**src/kli_pkg.sv**
```systemverilog
// ----------------------------------------------------------------------------
// kli_pkg
// Shared types, sizes and codes for the keyframe linear interpolator.
// ----------------------------------------------------------------------------
package kli_pkg;

  localparam int MAX_KEYS     = 64;
  localparam int MAX_ELEMENTS = 8;
  localparam int FRAC_BITS    = 16;

  localparam int KEY_AW = (MAX_KEYS > 1) ? $clog2(MAX_KEYS) : 1;
  localparam int CNT_W  = $clog2(MAX_KEYS + 1);
  localparam int EL_AW  = (MAX_ELEMENTS > 1) ? $clog2(MAX_ELEMENTS) : 1;
  localparam int ELN_W  = $clog2(MAX_ELEMENTS + 1);
  localparam int PS_AW  = $clog2(MAX_KEYS * MAX_ELEMENTS);
  localparam int QW     = FRAC_BITS + 1;
  localparam int DCNT_W = $clog2(QW + 1);
  localparam int PW     = 34 + QW;

  localparam logic [1:0] REQ_LOAD  = 2'd0;
  localparam logic [1:0] REQ_QUERY = 2'd1;
  localparam logic [1:0] REQ_CLEAR = 2'd2;

  localparam logic [1:0] ST_OK      = 2'd0;
  localparam logic [1:0] ST_EMPTY   = 2'd1;
  localparam logic [1:0] ST_FULL    = 2'd2;
  localparam logic [1:0] ST_BAD_LEN = 2'd3;

  typedef struct packed {
    logic [1:0]         req_type;
    logic [31:0]        key_time;
    logic signed [31:0] element_value;
    logic               element_last;
  } kli_in_t;

  typedef struct packed {
    logic signed [31:0] pose_value;
    logic [2:0]         pose_index;
    logic               result_last;
    logic [1:0]         status;
  } kli_out_t;

  typedef struct packed {
    logic              capture;
    logic              stg_write;
    logic              stg_clear;
    logic [KEY_AW-1:0] tm_addr;
    logic              tm_we;
    logic              tm_shift;
    logic [PS_AW-1:0]  ps_addr;
    logic              ps_we;
    logic              ps_shift;
    logic [EL_AW-1:0]  ps_el;
    logic              ld_prev;
    logic              ld_clamp;
    logic              div_start;
    logic              zero_f;
    logic              ld_a;
    logic              ld_prod;
    logic              emit;
    logic              emit_value;
    logic [2:0]        emit_idx;
    logic              emit_last;
    logic [1:0]        emit_status;
  } kli_cmd_t;

  typedef struct packed {
    logic cur_le;
    logic cur_lt;
    logic seg_nonzero;
    logic div_busy;
    logic stg_bad;
  } kli_sts_t;

  function automatic logic [PS_AW-1:0] pose_addr(logic [KEY_AW-1:0] key,
                                                 logic [EL_AW-1:0] el);
    logic [PS_AW+EL_AW:0] a;
    a = (PS_AW+EL_AW+1)'(key) * (PS_AW+EL_AW+1)'(MAX_ELEMENTS)
        + (PS_AW+EL_AW+1)'(el);
    return a[PS_AW-1:0];
  endfunction

endpackage

```
**src/kli_ctrl.sv**
```systemverilog
// ----------------------------------------------------------------------------
// kli_ctrl
// Sequencer for load, sorted insert, query scan, divide and element emit.
// ----------------------------------------------------------------------------
module kli_ctrl import kli_pkg::*; (
  input  logic             clk_i,
  input  logic             rst_ni,
  input  logic             start_i,
  input  kli_in_t          in_i,
  input  logic [ELN_W-1:0] len_i,
  input  kli_sts_t         sts_i,
  output logic             busy_o,
  output kli_cmd_t         cmd_o
);

  localparam logic [3:0] S_IDLE    = 4'd0;
  localparam logic [3:0] S_LD_CHK  = 4'd1;
  localparam logic [3:0] S_INS_RD  = 4'd2;
  localparam logic [3:0] S_INS_CMP = 4'd3;
  localparam logic [3:0] S_SH_RD   = 4'd4;
  localparam logic [3:0] S_SH_WR   = 4'd5;
  localparam logic [3:0] S_INS_WR  = 4'd6;
  localparam logic [3:0] S_Q_RD0   = 4'd7;
  localparam logic [3:0] S_Q_RDN   = 4'd8;
  localparam logic [3:0] S_Q_CLAMP = 4'd9;
  localparam logic [3:0] S_Q_SRD   = 4'd10;
  localparam logic [3:0] S_Q_SCMP  = 4'd11;
  localparam logic [3:0] S_DIV     = 4'd12;
  localparam logic [3:0] S_E_RDA   = 4'd13;
  localparam logic [3:0] S_E_RDB   = 4'd14;
  localparam logic [3:0] S_E_OUT   = 4'd15;

  logic [3:0]        state_q, state_d;
  logic [CNT_W-1:0]  count_q, count_d;
  logic [CNT_W-1:0]  idx_q, idx_d;
  logic [CNT_W-1:0]  sh_q, sh_d;
  logic [KEY_AW-1:0] lo_q, lo_d;
  logic [EL_AW-1:0]  el_q, el_d;
  logic              mul_q, mul_d;
  logic              el_end;
  logic              accept;

  assign accept = start_i && (state_q == S_IDLE);
  assign busy_o = (state_q != S_IDLE);
  assign el_end = (el_q == EL_AW'(MAX_ELEMENTS - 1));

  always_comb begin
    state_d = state_q;
    count_d = count_q;
    idx_d   = idx_q;
    sh_d    = sh_q;
    lo_d    = lo_q;
    el_d    = el_q;
    mul_d   = 1'b0;
    cmd_o   = '0;
    cmd_o.ps_el = el_q;
    cmd_o.emit_last = 1'b1;

    case (state_q)
      S_IDLE: begin
        if (accept) begin
          cmd_o.capture = 1'b1;
          case (in_i.req_type)
            REQ_LOAD: begin
              cmd_o.stg_write = 1'b1;
              if (in_i.element_last) begin
                state_d = S_LD_CHK;
              end
            end
            REQ_QUERY: begin
              if (count_q == '0) begin
                cmd_o.emit        = 1'b1;
                cmd_o.emit_status = ST_EMPTY;
              end else begin
                state_d = S_Q_RD0;
              end
            end
            REQ_CLEAR: begin
              count_d         = '0;
              cmd_o.stg_clear = 1'b1;
              cmd_o.emit      = 1'b1;
            end
            default: ;
          endcase
        end
      end

      S_LD_CHK: begin
        if (sts_i.stg_bad || count_q >= CNT_W'(MAX_KEYS)) begin
          cmd_o.emit        = 1'b1;
          cmd_o.emit_status = sts_i.stg_bad ? ST_BAD_LEN : ST_FULL;
          cmd_o.stg_clear   = 1'b1;
          state_d           = S_IDLE;
        end else begin
          idx_d   = '0;
          state_d = S_INS_RD;
        end
      end

      // find the first key later than the new time
      S_INS_RD: begin
        cmd_o.tm_addr = idx_q[KEY_AW-1:0];
        if (idx_q == count_q) begin
          sh_d    = count_q;
          el_d    = '0;
          state_d = S_SH_RD;
        end else begin
          state_d = S_INS_CMP;
        end
      end

      S_INS_CMP: begin
        if (sts_i.cur_le) begin
          idx_d   = idx_q + CNT_W'(1);
          state_d = S_INS_RD;
        end else begin
          sh_d    = count_q;
          el_d    = '0;
          state_d = S_SH_RD;
        end
      end

      // move keys above the slot up by one, one word at a time
      S_SH_RD: begin
        if (sh_q == idx_q) begin
          el_d    = '0;
          state_d = S_INS_WR;
        end else begin
          cmd_o.tm_addr = KEY_AW'(sh_q - CNT_W'(1));
          cmd_o.ps_addr = pose_addr(KEY_AW'(sh_q - CNT_W'(1)), el_q);
          state_d       = S_SH_WR;
        end
      end

      S_SH_WR: begin
        cmd_o.tm_addr  = sh_q[KEY_AW-1:0];
        cmd_o.tm_we    = 1'b1;
        cmd_o.tm_shift = 1'b1;
        cmd_o.ps_addr  = pose_addr(sh_q[KEY_AW-1:0], el_q);
        cmd_o.ps_we    = 1'b1;
        cmd_o.ps_shift = 1'b1;
        if (el_end) begin
          el_d = '0;
          sh_d = sh_q - CNT_W'(1);
        end else begin
          el_d = el_q + EL_AW'(1);
        end
        state_d = S_SH_RD;
      end

      S_INS_WR: begin
        cmd_o.tm_addr = idx_q[KEY_AW-1:0];
        cmd_o.tm_we   = 1'b1;
        cmd_o.ps_addr = pose_addr(idx_q[KEY_AW-1:0], el_q);
        cmd_o.ps_we   = 1'b1;
        if (el_end) begin
          count_d         = count_q + CNT_W'(1);
          cmd_o.emit      = 1'b1;
          cmd_o.stg_clear = 1'b1;
          state_d         = S_IDLE;
        end else begin
          el_d = el_q + EL_AW'(1);
        end
      end

      S_Q_RD0: begin
        cmd_o.tm_addr = '0;
        state_d       = S_Q_RDN;
      end

      S_Q_RDN: begin
        cmd_o.tm_addr = KEY_AW'(count_q - CNT_W'(1));
        cmd_o.ld_prev = 1'b1;
        state_d       = S_Q_CLAMP;
      end

      S_Q_CLAMP: begin
        cmd_o.ld_clamp = 1'b1;
        el_d           = '0;
        if (count_q == CNT_W'(1)) begin
          lo_d         = '0;
          idx_d        = '0;
          cmd_o.zero_f = 1'b1;
          state_d      = S_E_RDA;
        end else begin
          idx_d   = CNT_W'(1);
          state_d = S_Q_SRD;
        end
      end

      S_Q_SRD: begin
        cmd_o.tm_addr = idx_q[KEY_AW-1:0];
        state_d       = S_Q_SCMP;
      end

      S_Q_SCMP: begin
        if (idx_q < count_q - CNT_W'(1) && sts_i.cur_lt) begin
          cmd_o.ld_prev = 1'b1;
          idx_d         = idx_q + CNT_W'(1);
          state_d       = S_Q_SRD;
        end else begin
          lo_d = KEY_AW'(idx_q - CNT_W'(1));
          if (sts_i.seg_nonzero) begin
            cmd_o.div_start = 1'b1;
            state_d         = S_DIV;
          end else begin
            // zero-length segment: take the left key
            idx_d        = idx_q - CNT_W'(1);
            cmd_o.zero_f = 1'b1;
            state_d      = S_E_RDA;
          end
        end
      end

      S_DIV: begin
        if (!sts_i.div_busy) begin
          state_d = S_E_RDA;
        end
      end

      S_E_RDA: begin
        cmd_o.ps_addr = pose_addr(lo_q, el_q);
        state_d       = S_E_RDB;
      end

      S_E_RDB: begin
        cmd_o.ld_a    = 1'b1;
        cmd_o.ps_addr = pose_addr(idx_q[KEY_AW-1:0], el_q);
        mul_d         = 1'b1;
        state_d       = S_E_OUT;
      end

      // with mul_q set it forms the product, else it emits
      S_E_OUT: begin
        if (mul_q) begin
          cmd_o.ld_prod = 1'b1;
        end else begin
          cmd_o.emit       = 1'b1;
          cmd_o.emit_value = 1'b1;
          cmd_o.emit_idx   = 3'(el_q);
          cmd_o.emit_last  = (ELN_W'(el_q) + ELN_W'(1) == len_i);
          if (cmd_o.emit_last) begin
            state_d = S_IDLE;
          end else begin
            el_d    = el_q + EL_AW'(1);
            state_d = S_E_RDA;
          end
        end
      end

      default: state_d = S_IDLE;
    endcase
  end

  always_ff @(posedge clk_i or negedge rst_ni) begin
    if (!rst_ni) begin
      state_q <= S_IDLE;
      count_q <= '0;
      idx_q   <= '0;
      sh_q    <= '0;
      lo_q    <= '0;
      el_q    <= '0;
      mul_q   <= 1'b0;
    end else begin
      state_q <= state_d;
      count_q <= count_d;
      idx_q   <= idx_d;
      sh_q    <= sh_d;
      lo_q    <= lo_d;
      el_q    <= el_d;
      mul_q   <= mul_d;
    end
  end

  a_count_bound: assert property (@(posedge clk_i) disable iff (!rst_ni)
    count_q <= CNT_W'(MAX_KEYS))
    else $error("key count above table size");

  a_shift_above_slot: assert property (@(posedge clk_i) disable iff (!rst_ni)
    state_q == S_SH_WR |-> sh_q > idx_q)
    else $error("shift writes at or below insert slot");

  a_clear_empties: assert property (@(posedge clk_i) disable iff (!rst_ni)
    accept && in_i.req_type == REQ_CLEAR |=> count_q == '0)
    else $error("clear left keys in table");

  a_last_to_idle: assert property (@(posedge clk_i) disable iff (!rst_ni)
    cmd_o.emit && cmd_o.emit_value && cmd_o.emit_last |=> state_q == S_IDLE)
    else $error("final element did not end the query");

endmodule

```
**config.mk**
```make
export PLATFORM = sky130hd
export DESIGN_NAME = kli_ctrl
export DESIGN_NICKNAME = d
export VERILOG_FILES = /design/src/kli_pkg.sv /design/src/kli_ctrl.sv
export SDC_FILE = /design/constraint.sdc
export NUM_CORES = 1
export LEC_CHECK = 0
export BUFFER_PORTS_ARGS = -buffer_cell sky130_fd_sc_hd__buf_4
export CELL_PAD_IN_SITES_DETAIL_PLACEMENT = 1
export CELL_PAD_IN_SITES_GLOBAL_PLACEMENT = 1
export CORE_MARGIN = 2
export CORE_UTILIZATION = 37
export DETAILED_ROUTE_END_ITERATION = 7
export PLACE_DENSITY_LB_ADDON = 0.1
export SLEW_MARGIN = 20
export SYNTH_ARGS = -nofsm -noshare
export SYNTH_HDL_FRONTEND = slang
export SYNTH_SLANG_ARGS = --single-unit
export TNS_END_PERCENT = 1
```
**constraint.sdc**
```tcl
create_clock -name clk_i -period 3.7 [get_ports clk_i]
set_input_delay 0 -clock clk_i [delete_from_list [all_inputs] [get_ports clk_i]]
set_output_delay 0 -clock clk_i [all_outputs]
set_load 0.01 [all_outputs]
```
==> impl_metrics.json, run 1 <==
{
  "rsz0062_at_grt": "no",
  "grt_pass1_wl_um": 18900,
  "clk_pin_slew_ns": 0.09,
  "drt_iter0_drc": 188,
  "die_h_um": 101,
  "timing.rr.end": "idx_q[6]",
  "rr_worst_depth": 12,
  "synthArstFlopShare": 1.00,
  "vias": 3456,
  "status": "finished clean",
  "final_max_slew_viol_count": 0,
  "dieArea_mm2": 0.0102,
  "htree_levels": 2,
  "dp_hpwl_um": 8950,
  "syn-num-nets": 542,
  "cts_buffers": 5,
  "rrSetupSlack_ns": 0.41,
  "dieWidth_um": 101,
  "ys_types": 69,
  "fin_setup_tns_ns": 0,
  "portBuffers": 54,
  "p_per_area_mw_per_mm2": 720,
  "crit_fanout": 6,
  "yosysSeqAreaShare": 0.252,
  "initial_core_util": 0.378,
  "ioPinCount": 119,
  "grt_antenna_before_repair": 0,
  "final_cell_mix": "buf_4 (62), nand2_1 (48), nor2_1 (45)",
  "finalCritPeriodShare": 0.888,
  "drt_wl_total_um": 11600,
  "regToRegStartpoint": "count_q[1]",
  "vdd_drop_max_uv": 266,
  "critPathRequiredTime_ns": 3.89,
  "clock-skew-final_ns": 0.00884,
  "synthesis.instances": 445,
  "rows": 35,
  "fmax_mhz": 304,
  "synthFlopType": "dfrtp_1",
  "area_growth_pct": 13.1,
  "crit_path_start_kind": "flop",
  "drive_gt1_frac": 0.186,
  "layout_commonest_cell": "buf_4",
  "grt-ovfl-total": 0,
  "viasPerCell": 5.82,
  "finalNonFillerCells": 594,
  "nets": 579,
  "grt_max_degree": 36,
  "coreArea_mm2": 0.00920,
  "gr-usage-all-layers": 0.240,
  "synth_area_mm2": 0.00348,
  "drc": 0,
  "dr.pass1.iters": 4,
  "ys_seq_elements": 35,
  "dp.cells": 585,
  "wire_per_inst_um": 19.6,
  "numClockSinks": 35,
  "cap_violations": 0,
  "cts_max_path_buffers": 2,
  "crit_type": "flop to flop",
  "drtAntennaViolNets": 0,
  "setup_viol": 0,
  "synth.avg_cell_area_um2": 7.82,
  "period_needed_ns": 3.29,
  "synth_edf_count": 0,
  "num_antenna_cells": 0,
  "maxSlewHeadroom": 0.469,
  "clock-root-buffer": "clkbuf_8",
  "finalHoldViolCount": 0,
  "yosysWarnings": 0,
  "crit_arrival_ns": 3.48,
  "place_congestion": 0.837,
  "end_kind": "flop",
  "leakagePower_nw": 1.87,
  "insertion_delay_ns": 0.30,
  "worstMarginPinSlew_ns": 0.797,
  "grt_pass1_vias": 3500,
  "hp-class": "primary input to asynchronous set/reset pin",
  "cts_repair_resize_count": 0,
  "cts_tree": "yes"
}
[logic make-up (layout without fill, tap and decap cells)]
kind of cell             after synthesis  in the layout  share of synthesized area
flip-flops                            35             35                      0.252
buffers and inverters                 57             95                     0.0968
AO/OA/AOI/OAI                        115            115                      0.233
multiplexers                           5              5                     0.0158
XOR/XNOR                              31             31                     0.0781
AND/OR/NAND/NOR                      184            184                      0.259
adder cells (fa/ha/maj)               18             18                     0.0647
[worst max path at each step]
stage	start	end	slack, ns	depth (start not counted)
global route	count_q[1]	idx_q[5]	0.02	13
global placement	count_q[1]	idx_q[6]	0.49	12
floorplan	count_q[0]	state_q[2]	0.88	11
CTS	count_q[1]	idx_q[6]	0.43	12
finish	count_q[1]	idx_q[6]	0.41	12
detailed placement	count_q[1]	idx_q[6]	0.42	12
[synth_stat cells (3+ instances only)]
| cell type | n | area, µm² |
|---|---|---|
| nand2_1 | 48 | 180 |
| nor2_1 | 45 | 169 |
| dfrtp_1 | 35 | 876 |
| a21oi_1 | 27 | 135 |
| inv_1 | 24 | 90.1 |
| nand3_1 | 24 | 120 |
| o21ai_0 | 20 | 100 |
| xor2_1 | 20 | 175 |
| ha_1 | 18 | 225 |
| nor3_1 | 18 | 90.1 |
| xnor2_1 | 11 | 96.3 |
| buf_2 | 8 | 40.0 |
| clkbuf_1 | 8 | 30.0 |
| a221o_1 | 7 | 70.1 |
| a211o_1 | 6 | 52.6 |
| and3_1 | 6 | 37.5 |
| clkbuf_8 | 6 | 82.6 |
| nand2b_1 | 6 | 37.5 |
| nand4_1 | 6 | 37.5 |
| o31ai_1 | 6 | 45.0 |
| or3_1 | 6 | 37.5 |
| buf_6 | 5 | 56.3 |
| nor2b_1 | 5 | 31.3 |
| a21o_1 | 4 | 30.0 |
| a31oi_1 | 4 | 25.0 |
| and2_1 | 4 | 25.0 |
| buf_4 | 4 | 30.0 |
| mux2_2 | 4 | 45.0 |
| o211ai_1 | 4 | 30.0 |
| a211oi_1 | 3 | 22.5 |
| o221ai_1 | 3 | 26.3 |
[routing by layer]
| metal | track usage | routed length, µm | vias up |
|---|---|---|---|
| met2 | 0.383 | 5300 | 86 |
| met4 | 0.0582 | 176 | 0 |
| met5 | 0 | 0 | - |
| li1 | - | - | 1674 |
| met3 | 0.0361 | 553 | 18 |
| met1 | 0.341 | 5600 | 1678 |
[sequential cells by signal (all words and copies together), names as in the netlist]
| name | count |
|---|---|
| mul_q | 1 |
| idx_q | 7 |
| count_q | 7 |
| lo_q | 6 |
| state_q | 4 |
| el_q | 3 |
| sh_q | 7 |
[worst max-delay path, stage by stage, from the launching register on]
cell      delay, ns
dfrtp_1        0.48
inv_1          0.11
ha_1           0.26
nand2_1        0.14
nor3_1         0.20
xnor2_1        0.09
ha_1           0.33
nand4_1        0.10
a21oi_1        0.40
nor2_1         0.12
o41ai_1        0.46
o221ai_1       0.23
a22o_1         0.27
[power by group]
group	leakage [nW]	total, W	internal, W	switching, W
sequential	0.438	0.000784	0.000500	0.000284
combinational	1.39	0.00176	0.000751	0.00100
clock	0.0402	0.000294	0.000131	0.000163
[metrics by stage]
stage / hold slack (ns) / instance area (µm²) / power [W] / utilization / setup slack (ns)
3_5_place_dp: 0.0121 / 3840 / 0.00254 / 0.417 / 0.422
3_3_place_gp: 0.00412 / 3840 / 0.00250 / 0.417 / 0.489
4_1_cts: 0.207 / 3940 / 0.00285 / 0.428 / 0.426
5_1_grt: 0.255 / 3940 / 0.00311 / 0.428 / 0.0163
6_report: 0.204 / 3940 / 0.00283 / 0.428 / 0.413
2_1_floorplan: -0.296 / 3480 / 0.00200 / - / 0.878
[final cells by class]
type	instances	area [µm²]
clock buffer	5	68.8
timing repair buffer	63	475
tap	111	139
clock inverter	3	20.0
fill	1160	5260
inverter	24	90.1
multi-input combinational	353	2270
sequential	35	876
[timing repair]
item                                   CTS  global route
endpoints found under the hold margin   35             0
hold buffers                             1             0
buffers inserted                         0             0
Note: power is estimated with default switching activity, not from simulation.
==> run 2, diff against run 1 <==
CORE_UTILIZATION = 39   (was 37)
clock period = 3.9 ns   (was 3.7 ns; I/O delays follow)
==> impl_metrics.json, run 2 (synthesized netlist as in run 1, its figures left out) <==
{
  "status": "finished clean",
  "initial_core_util": 0.401,
  "dr.pass1.iters": 5,
  "critPathRequiredTime_ns": 4.09,
  "cts_tree": "yes",
  "fillCellCount": 1090,
  "drt_iter0_drc": 187,
  "hp-class": "primary input to asynchronous set/reset pin",
  "fmax_mhz": 296,
  "nets": 575,
  "fin_setup_tns_ns": 0,
  "num_antenna_cells": 0,
  "place_congestion": 0.908,
  "clock-skew-final_ns": 0.00872,
  "dp_hpwl_um": 8960,
  "grt_antenna_before_repair": 0,
  "rows": 34,
  "maxSlewHeadroom": 0.473,
  "crit_path_start_kind": "flop",
  "dieWidth_um": 98.4,
  "htree_levels": 2,
  "clk_pin_slew_ns": 0.08,
  "worstMarginPinSlew_ns": 0.790,
  "drive_gt1_frac": 0.180,
  "final_max_slew_viol_count": 0,
  "grt_pass1_wl_um": 19300,
  "timing.hold.ws_ns": 0.211,
  "vias": 3422,
  "crit_type": "flop to flop",
  "slowest_stage": "dfrtp_1",
  "die_h_um": 98.4,
  "ioPinCount": 119,
  "period_needed_ns": 3.38,
  "leakagePower_nw": 1.86,
  "finalHoldViolCount": 0,
  "rr_worst_depth": 12,
  "finalCritPeriodShare": 0.866,
  "viasPerCell": 5.83,
  "numClockSinks": 35,
  "layout_commonest_cell": "buf_4",
  "cts_buffers": 5,
  "crit_fanout": 6,
  "grt_max_degree": 36,
  "end_kind": "flop",
  "worstPathCellList": "inv_1, ha_1, nand2_1, nor3_1, xnor2_1, ha_1, nand4_1, a21oi_1, nor2_1, o41ai_1, o221ai_1, a22o_1",
  "setup_viol": 0,
  "slowest_delay_ns": 0.46,
  "final_util": 0.451,
  "vdd_drop_max_uv": 239,
  "cts_max_path_buffers": 2,
  "setup_ws_ns": 0.522,
  "cts_repair_resize_count": 0,
  "rrSetupSlack_ns": 0.52,
  "area_growth_pct": 12.6,
  "grt-ovfl-total": 0,
  "cap_violations": 0,
  "gr-usage-all-layers": 0.246,
  "wire_per_inst_um": 19.6,
  "final_cell_mix": "buf_4 (58), nand2_1 (48), nor2_1 (45)",
  "grt_pass1_vias": 3685,
  "path_common_cell": "ha_1",
  "place_ws_ns": 0.555,
  "drt_wl_total_um": 11500,
  "largestRegisters": "count_q x7, idx_q x7, sh_q x7",
  "crit_arrival_ns": 3.57,
  "clock-root-buffer": "clkbuf_8",
  "drtAntennaViolNets": 0,
  "portBuffers": 54,
  "rsz0062_at_grt": "no",
  "drc": 0,
  "coreArea_mm2": 0.00868,
  "insertion_delay_ns": 0.30,
  "p_per_area_mw_per_mm2": 690,
  "timing.rr.end": "idx_q[6]",
  "critPathTopFamily": "compound AO/OA/AOI/OAI gates",
  "dieArea_mm2": 0.00969,
  "crit_buf_inv": 1,
  "regToRegStartpoint": "count_q[1]"
}
-- run 2: final cells by class --
| type | instances | area [µm²] | area share |
|---|---|---|---|
| clock inverter | 1 | 7.51 | 0.00192 |
| multi-input combinational | 353 | 2270 | 0.579 |
| sequential | 35 | 876 | 0.224 |
| clock buffer | 7 | 96.3 | 0.0246 |
| tap | 108 | 135 | 0.0345 |
| timing repair buffer | 59 | 445 | 0.114 |
| inverter | 24 | 90.1 | 0.0230 |
-- run 2: power by group --
group	internal (W)	switching, W	leakage [nW]	total (W)
Clock	0.000161	0.000148	0.0505	0.000309
Sequential	0.000474	0.000307	0.438	0.000780
Combinational	0.000699	0.000913	1.37	0.00161
-- run 2: worst max path at each step --
stage          cells past startpoint    endpoint        from  slack, ns
6_report                          12    idx_q[6]  count_q[1]       0.52
2_1_floorplan                     11  state_q[2]  count_q[0]       1.08
5_1_grt                           12    idx_q[6]  count_q[0]       0.18
3_5_place_dp                      12    idx_q[6]  count_q[1]       0.55
3_3_place_gp                      12    idx_q[6]  count_q[0]       0.57
4_1_cts                           12    idx_q[6]  count_q[1]       0.53
-- run 2: timing repair --
item / CTS / global route
hold buffers: 1 / 0
buffers inserted: 0 / 0
endpoints found under the hold margin: 35 / 0
-- run 2: layer usage --
metal  routed length [µm]  vias to the layer above  track usage
met2                 5570                       72        0.404
met4                  109                        0       0.0653
li1                     -                     1653            -
met3                  568                       12       0.0298
met1                 5260                     1685        0.345
met5                    0                        -            0
-- run 2: metrics by stage --
stage | cells | area, µm² | power (W)
finish | 587 | 3920 | 0.00270
global route | 587 | 3920 | 0.00293
CTS | 587 | 3920 | 0.00271
detailed placement | 578 | 3800 | 0.00239
global placement | 578 | 3800 | 0.00234
floorplan | 445 | 3480 | 0.00189
==> run 3, diff against run 2 <==
CORE_UTILIZATION = 40   (was 39)
CTS_BUF_LIST = sky130_fd_sc_hd__clkbuf_2   (was default)
==> impl_metrics.json, run 3 (synthesized netlist as in run 1, its figures left out) <==
{
  "rows": 34,
  "rr_worst_depth": 13,
  "sw_frac_of_total": 0.525,
  "crit_arrival_ns": 3.49,
  "drtAntennaViolNets": 0,
  "crit_type": "flop to output port",
  "finalCritPeriodShare": 0.896,
  "largestRegisters": "count_q x7, idx_q x7, sh_q x7",
  "grt_pass1_wl_um": 19100,
  "p_comb_frac": 0.635,
  "status": "finished clean",
  "p_int_w": 0.00123,
  "end_kind": "output port",
  "path_common_cell": "ha_1",
  "finalHoldViolCount": 0,
  "clock-skew-final_ns": 0.0193,
  "initial_core_util": 0.405,
  "holdBufCountCts": 1,
  "grt_antenna_before_repair": 0,
  "vdd_drop_max_uv": 271,
  "cts_tree": "yes",
  "viasPerCell": 5.90,
  "rrSetupSlack_ns": 0.47,
  "fmax_mhz": 286,
  "portBuffers": 54,
  "fillCellCount": 1103,
  "critPathRequiredTime_ns": 3.90,
  "drt_iter0_drc": 177,
  "share_seq_of_total_power": 0.291,
  "drive_gt1_frac": 0.183,
  "htree_levels": 2,
  "final_max_slew_viol_count": 0,
  "fin_setup_tns_ns": 0,
  "leakagePower_nw": 1.85,
  "slowest_stage": "dfrtp_1",
  "rsz0062_at_grt": "no",
  "cts_setup_buffers": 0,
  "nets": 577,
  "insertion_delay_ns": 0.41,
  "layout_commonest_cell": "buf_4",
  "coreArea_mm2": 0.00859,
  "setup_viol": 0,
  "ioPinCount": 119,
  "final_cell_mix": "buf_4 (60), nand2_1 (48), nor2_1 (45)",
  "switchingPower_w": 0.00136,
  "dr.pass1.iters": 4,
  "area_growth_pct": 11.2,
  "crit_path_start_kind": "flop",
  "num_antenna_cells": 0,
  "numClockSinks": 35,
  "place_congestion": 0.867,
  "slowest_delay_ns": 0.51,
  "vias": 3478,
  "clk_pin_slew_ns": 0.22,
  "drt_wl_total_um": 11600,
  "gr-usage-all-layers": 0.250,
  "cts_buffers": 5,
  "cts_repair_resize_count": 0,
  "clkPwrFrac": 0.074,
  "grt_max_degree": 36,
  "maxSlewHeadroom": 0.440,
  "cap_violations": 0,
  "drc": 0,
  "p_per_area_mw_per_mm2": 670,
  "dp_hpwl_um": 8980,
  "dieArea_mm2": 0.00946,
  "period_needed_ns": 3.49,
  "worstPathCellList": "inv_1, ha_1, nand2_1, nor3_1, xnor2_1, ha_1, nand4_1, a21oi_1, o21ai_2, o21ai_0, buf_4",
  "grt-ovfl-total": 0,
  "dieWidth_um": 97.3,
  "cts_max_path_buffers": 2,
  "worstMarginPinSlew_ns": 0.840,
  "grt_pass1_vias": 3618,
  "hp-class": "primary input to asynchronous set/reset pin",
  "die_h_um": 97.3,
  "wire_per_inst_um": 19.7,
  "clock-root-buffer": "clkbuf_2",
  "final_util": 0.450,
  "crit_fanout": 6
}
[run 3: changes by cell type in the layout (fill, tap and decap cells not counted), sizes merged]
cell / delta
buf: +2
clkinv: +1
clkinvlp: -1
[run 3: metal layers]
| metal | vias to the layer above | track usage | routed length, µm |
|---|---|---|---|
| met5 | - | 0 | 0 |
| met4 | 0 | 0.0577 | 163 |
| met3 | 15 | 0.0367 | 663 |
| met2 | 85 | 0.421 | 5500 |
| met1 | 1713 | 0.341 | 5260 |
| li1 | 1665 | - | - |
[run 3: final timing paths]
path / startpoint / endpoint
max: count_q[1] / cmd_o[10]
min in group clk_i: sts_i[2] / idx_q[6]
min: rst_ni / el_q[1]
max in group asynchronous: rst_ni / count_q[4]
min reg2reg: lo_q[5] / lo_q[5]
max reg2reg: count_q[1] / idx_q[5]
[run 3: final cells by class]
cell class / instances / area [µm²] / share of cell area
clock inverters: 1 / 5.00 / 0.00129
well taps: 108 / 135 / 0.0349
inverters: 24 / 90.1 / 0.0233
multi-input cells: 353 / 2270 / 0.586
clock buffers: 7 / 35.0 / 0.00906
repair buffers: 61 / 460 / 0.119
flip-flops and latches: 35 / 876 / 0.226
[run 3: worst max-delay path, delay by kind of cell (launching register included)]
family,cells,cell delay [ns]
compound gates,3,1.00
xor+xnor,1,0.10
fa+ha+maj,2,0.62
buf+inv,2,0.41
flops,1,0.51
simple gates,3,0.44
[run 3: power groups by stage]
stage	Clock, W	Sequential, W	Combinational, W
floorplan	0	0.000573	0.00132
global placement	0	0.000748	0.00160
detailed placement	0	0.000760	0.00164
CTS	0.000198	0.000750	0.00165
global route	0.000211	0.000781	0.00183
finish	0.000192	0.000754	0.00164
[run 3: stage by stage]
stage	power (W)	hold WS [ns]	cells	cell area (µm²)	setup slack, ns
finish	0.00259	0.0481	589	3870	0.407
global route	0.00282	0.0544	589	3870	0.165
detailed placement	0.00240	0.00589	580	3820	0.536
floorplan	0.00189	-0.296	445	3480	1.08
global placement	0.00235	0.00366	580	3820	0.580
CTS	0.00260	0.0627	589	3870	0.419
